**src/hdl/bscg_pkg.sv**
```systemverilog
// shared types and constants for the 3d box-sum coarse graining block
// used by bscg_rmw, bscg_outq and the top level; no dependencies
`default_nettype none

package bscg_pkg;

	localparam int SAMPLE_W = 32;
	localparam int POS_W    = 6;
	localparam int BOX_W    = 5;
	localparam int SUM_W    = 44;
	localparam int BSL_W    = 3;
	localparam int ADDR_W   = 3 * BOX_W;
	localparam int STORE_DEPTH = 1 << ADDR_W;

	localparam logic FUNC_ACC  = 1'b0;
	localparam logic FUNC_READ = 1'b1;

	localparam logic [BSL_W-1:0] BSL_MIN   = 3'd1;
	localparam logic [BSL_W-1:0] BSL_MAX   = 3'd4;
	localparam logic [BSL_W-1:0] BSL_RESET = 3'd1;

	typedef struct packed {
		logic                func;
		logic [SAMPLE_W-1:0] sample_value;
		logic [POS_W-1:0]    pos_x;
		logic [POS_W-1:0]    pos_y;
		logic [POS_W-1:0]    pos_z;
		logic [BOX_W-1:0]    box_x;
		logic [BOX_W-1:0]    box_y;
		logic [BOX_W-1:0]    box_z;
	} in_word_t;

	typedef struct packed {
		logic [SUM_W-1:0] box_sum;
		logic             box_nonzero;
	} out_word_t;

	// result handed from the update pipeline to the output queue
	typedef struct packed {
		logic      push;
		out_word_t word;
	} res_push_t;

endpackage

`default_nettype wire

```
**src/hdl/bscg_outq.sv**
```systemverilog
// two-word result queue between the update pipeline and the output channel
// depends on bscg_pkg
`default_nettype none

module bscg_outq (
	input  wire logic                clk,
	input  wire logic                arst_n,
	input  wire bscg_pkg::res_push_t res,
	output      logic [1:0]          used_next,
	output      logic                out_valid,
	input  wire logic                out_ready,
	output      bscg_pkg::out_word_t out_data
);

	logic [1:0]          count_q;
	bscg_pkg::out_word_t head_q;
	bscg_pkg::out_word_t tail_q;
	logic                pop;

	assign out_valid = (count_q != 2'd0);
	assign out_data  = head_q;
	assign pop       = out_valid && out_ready;
	assign used_next = count_q - {1'b0, pop};

	always_ff @(posedge clk or negedge arst_n) begin
		if (!arst_n) begin
			count_q <= 2'd0;
		end else begin
			count_q <= count_q - {1'b0, pop} + {1'b0, res.push};
		end
	end

	always_ff @(posedge clk) begin
		// the pushed word lands in the first free slot after the pop
		if (res.push && (used_next == 2'd0)) begin
			head_q <= res.word;
		end else if (pop) begin
			head_q <= tail_q;
		end
		if (res.push && (used_next != 2'd0)) begin
			tail_q <= res.word;
		end
	end

	a_no_overflow: assert property (@(posedge clk) disable iff (!arst_n)
		res.push |-> used_next != 2'd2)
		else $error("result pushed into a full queue");

	a_count_bound: assert property (@(posedge clk) disable iff (!arst_n)
		count_q != 2'd3)
		else $error("result queue count out of range");

	a_head_held: assert property (@(posedge clk) disable iff (!arst_n)
		out_valid && !out_ready |=> out_valid && $stable(out_data))
		else $error("waiting result word changed or dropped");

endmodule

`default_nettype wire

```
**config.mk**
```make
export PLATFORM = sky130hd
export DESIGN_NAME = bscg_outq
export DESIGN_NICKNAME = d
export VERILOG_FILES = /design/src/hdl/bscg_pkg.sv /design/src/hdl/bscg_outq.sv
export SDC_FILE = /design/constraint.sdc
export NUM_CORES = 1
export LEC_CHECK = 0
export BUFFER_PORTS_ARGS = -buffer_cell sky130_fd_sc_hd__buf_2
export CORE_ASPECT_RATIO = 0.5
export CORE_UTILIZATION = 54
export CTS_BUF_LIST = sky130_fd_sc_hd__clkbuf_4 sky130_fd_sc_hd__clkbuf_8
export CTS_CLUSTER_SIZE = 20
export DETAILED_ROUTE_END_ITERATION = 10
export PLACE_DENSITY = 0.82
export SLEW_MARGIN = 20
export SYNTH_ARGS = -nofsm -noshare
export SYNTH_HDL_FRONTEND = slang
export SYNTH_SLANG_ARGS = --single-unit
```
**constraint.sdc**
```tcl
create_clock -name clk -period 3.2 [get_ports clk]
set_clock_uncertainty 0.05 [all_clocks]
set_input_delay 0.32 -clock clk [delete_from_list [all_inputs] [get_ports clk]]
set_output_delay 0.32 -clock clk [all_outputs]
set_load 0.02 [all_outputs]
```
Word level (Yosys, flattened, before mapping)
Cells that the tools add are included.

Register bits after elaboration: 92. Input port bits: 49. Output and inout port bits: 48. Word-level logic and storage cells: 16.

$add $sub $neg: 2. Mux-type cells: 2. Reductions and logical operators: 7.

Operators with widths (number): $mux 45 (2); $reduce_bool 2->1 (3); $logic_and 1x1->1 (3); $add 2x1->2 (1); $logic_not 2->1 (1); $sub 2x1->2 (1).

Logic depth before layout (Yosys ltp)
Word-level depth: 6. Depth in mapped cells: 7. Depth with buffers taken out: 6.

Worst setup path after synthesis
No wires, ideal clock.

Path kind: register -> register. Start: reg count_q[1]. End: reg head_q (netlist bit out_data[0]) (enable). Library setup time: 403 ps. Data arrival time: 2344 ps. Data required time: 2747 ps. Path slack: 402 ps. Stages on the path, launching flop included: 8. Buffers on the path: 2. Period minus slack after synthesis: 2798 ps. Path through: dfrtp_1 o21ai_0 inv_1 ha_1 nand3b_4 buf_6 buf_12 nand2_1.

Longest elaborated chain between the ends: 6.

RTL lines: from (decl) (RTL line bscg_outq.sv:15) `logic [1:0] count_q;`; from (signal assigned) (RTL line bscg_outq.sv:29) `count_q <= count_q - {1'b0, pop} + {1'b0, res.push};`; $reduce_bool 2->1 (RTL line bscg_outq.sv:20) `assign out_valid = (count_q != 2'd0);`; $logic_and 1x1->1 (RTL line bscg_outq.sv:22) `assign pop = out_valid && out_ready;`; $sub 2x1->2 (RTL line bscg_outq.sv:23) `assign used_next = count_q - {1'b0, pop};`; $logic_not 2->1 (RTL line bscg_outq.sv:35) `if (res.push && (used_next == 2'd0)) begin`; $logic_and 1x1->1 (RTL line bscg_outq.sv:35); $reduce_bool 2->1 (no source line) *; to (signal assigned) (RTL line bscg_outq.sv:36) `head_q <= res.word;`; to (signal assigned) (RTL line bscg_outq.sv:38) `head_q <= tail_q;`; to (decl) (RTL line bscg_outq.sv:16) `bscg_pkg::out_word_t head_q;`.

Every way passes the cells marked *; elsewhere a longest branch is shown, timed or not. A chain may end at the register's enable or synchronous reset.

Final worst setup path
Start: reg count_q[1]. End: reg head_q (netlist bit out_data[19]) (enable).

The elaborated chain is that of the path after synthesis.

==> impl_metrics.tcl <==
set metrics [dict create \
    drv_slew 0 \
    layout_commonest_cell "buf_2" \
    cpPeakStageDelay_ns 0.42 \
    yosysWarnings 0 \
    setup_tns_ns 0 \
    netlist.area_leader.share_pct 75.2 \
    drt_iter0_drc 108 \
    grt_max_degree 38 \
    holdCritPathClass "in -> reg" \
    numPortBuffers 96 \
    ys_seq_area_share_pct 76.6 \
    nets 311 \
    syn-instance-count 154 \
    antenna_found_initial 0 \
    fmax_mhz 419 \
    arrival_ns 2.38 \
    yosys-top-cells-area "edfxtp_1 75%, mux2_4 16%, buf_12 2.2%, mux2_2 1.9%, dfrtp_1 1.4%" \
    critPathKind "reg -> reg" \
    drt.antenna.violating_nets 0 \
    chipHeight_um 59.7 \
    cts_buffers 9 \
    hold_violations 0 \
    drtPass1Iterations 4 \
    clock_path_buffers 2 \
    syn_to_final_growth_pct 21.2 \
    gp_congestion 0.727 \
    dp.cells 336 \
    relSlewSlack_pct 70.6 \
    crit_fanout 29 \
    core_sq_mm 0.00623 \
    design_area_sq_mm 0.00436 \
    start_util_pct 57.7 \
    syn-cell-area_sq_mm 0.00359 \
    ios 97 \
    layout_min_cycle_time_ns 2.39 \
    dp_hpwl_mm 4.03 \
    syn_nets 205 \
    routedWlPerCell_um 16.4 \
    vias_per_cell 4.90 \
    antenna_cells 0 \
    finalWirelength_mm 5.78 \
    syn_area_per_cell_sq_um 23.3 \
    drive_above_1_share_pct 61.7 \
    required_ns 3.19 \
    slowest_stage "dfrtp_1" \
    peakVddDrop_mv 0.633 \
    total_power_mw 4.16 \
    vias 1726 \
    placementRows 20 \
    h-tree-depth 3 \
    cts-root-buf "clkbuf_8" \
    cts_setup_buffers 0 \
    p_leak_nw 1.85 \
    rsz0062_at_grt "false" \
    p_per_area_mw_per_mm2 954 \
    grt_util_all_layers_pct 17.3 \
    clock-sinks 92 \
    stdcell_count 352 \
    ys_ff_latch 92 \
    insertion_delay_ns 0.34 \
    setup_violations 0 \
    cts_tree "built" \
    worst_pin_slew_ns 0.440 \
    fin_crit_sh_pct 74.7 \
    drc 0 \
    path_cells "o21ai_0 > inv_1 > ha_1 > nand3b_4 > nand2_2 > buf_12" \
    synth_area_leader_cell "edfxtp_1" \
    grt-ovfl-total 0 \
    path_clk_slew_ns 0.09 \
    status "finished, final reports clean" \
    layout_common_cells "96 x buf_2, 90 x edfxtp_1, 39 x mux2_4" \
    ys_types 14 \
    critPathLaunchType "register" \
    path_buf_inv 2 \
    die_w_um 117 \
    placed_area_sq_mm 0.00416 \
    dieArea_sq_mm 0.00700 \
    drv_cap 0 \
    grt_pass1_wl_mm 8.74 \
    grt_pass1_vias 1718 \
    worstSetupEndpointType "register" \
    critPathTopFamily "simple AND/OR/NAND/NOR gates" \
]
where the power goes:
part	switching, mW	leakage, nW	internal (mW)
combinational	0.831	0.867	0.602
sequential	0.111	0.892	1.87
clock	0.388	0.0955	0.358
total	1.33	1.85	2.83
cells by family after synthesis:
kind of cell | count (synthesis) | share of synthesized area (%)
compound gates | 2 | 0.348
fa+ha+maj | 2 | 0.696
simple gates | 3 | 0.836
mux | 45 | 18.2
xor+xnor | 2 | 0.488
buf+inv | 8 | 2.86
flops | 92 | 76.6
path summary, 6_finish.rpt:
path                                       from                     end  slack [ns]  cells after the start
setup / recovery           count_q[1]$_DFF_PN0_  out_data[19]$_DFFE_PP_        0.81                      6
hold / removal                          res[25]    tail_q[25]$_DFFE_PP_        0.10                      1
setup reg to reg           count_q[1]$_DFF_PN0_  out_data[19]$_DFFE_PP_        0.81                      6
hold reg to reg            tail_q[22]$_DFFE_PP_  out_data[22]$_DFFE_PP_        0.50                      1
max in group asynchronous                arst_n    count_q[1]$_DFF_PN0_        2.77                      2
min in group asynchronous                arst_n    count_q[0]$_DFF_PN0_        0.23                      2
worst register-to-register path, cell delays in order, from the launching register on:
cell and delay [ns]:
dfrtp_1 0.42, o21ai_0 0.29, inv_1 0.09, ha_1 0.35, nand3b_4 0.21, nand2_2 0.41, buf_12 0.27
stage by stage:
stage / setup WS (ns) / util (%) / hold WS (ns)
2_1_floorplan: 0.402 / - / -0.0256
3_3_place_gp: 0.884 / 66.7 / 0.0571
3_5_place_dp: 0.790 / 66.7 / 0.0604
4_1_cts: 0.771 / 69.9 / 0.0920
5_1_grt: 0.664 / 69.9 / 0.0773
6_report: 0.811 / 69.9 / 0.102
routing by layer:
metal,global-route usage [%],part of all wire (%),up-vias
li1,-,-,812
met1,21.8,46,860
met2,28.7,49,52
met3,5.44,4.9,2
met4,6.68,0.17,0
met5,0,0,-
cells in the mapped netlist:
master and number:
edfxtp_1 90, o21a_1 1, nand2_1 1, ha_1 2, mux2_2 6, or2_2 1, mux2_4 39, xor2_1 2
dfrtp_1 2, inv_1 3, buf_6 1, buf_12 4, o21ai_0 1, nand3b_4 1
registers in the layout, summed over array words and instances (netlist names):
register	cells
out_data	45
tail_q	45
count_q	2
layout make-up:
type / instances / area [sq um]
multi-input cells: 54 / 742
repair buffers: 100 / 551
flip-flops and latches: 92 / 2750
clock inverters: 6 / 65.1
inverters: 3 / 11.3
clock buffers: 9 / 124
fillers: 389 / 1880
well taps: 88 / 110
what timing repair did:
item | in CTS | in global routing
hold buffers | 1 | 0
resized for setup | 0 | 0
endpoints found under the hold margin | 2 | 0
Power figures use the tool's default switching activity.
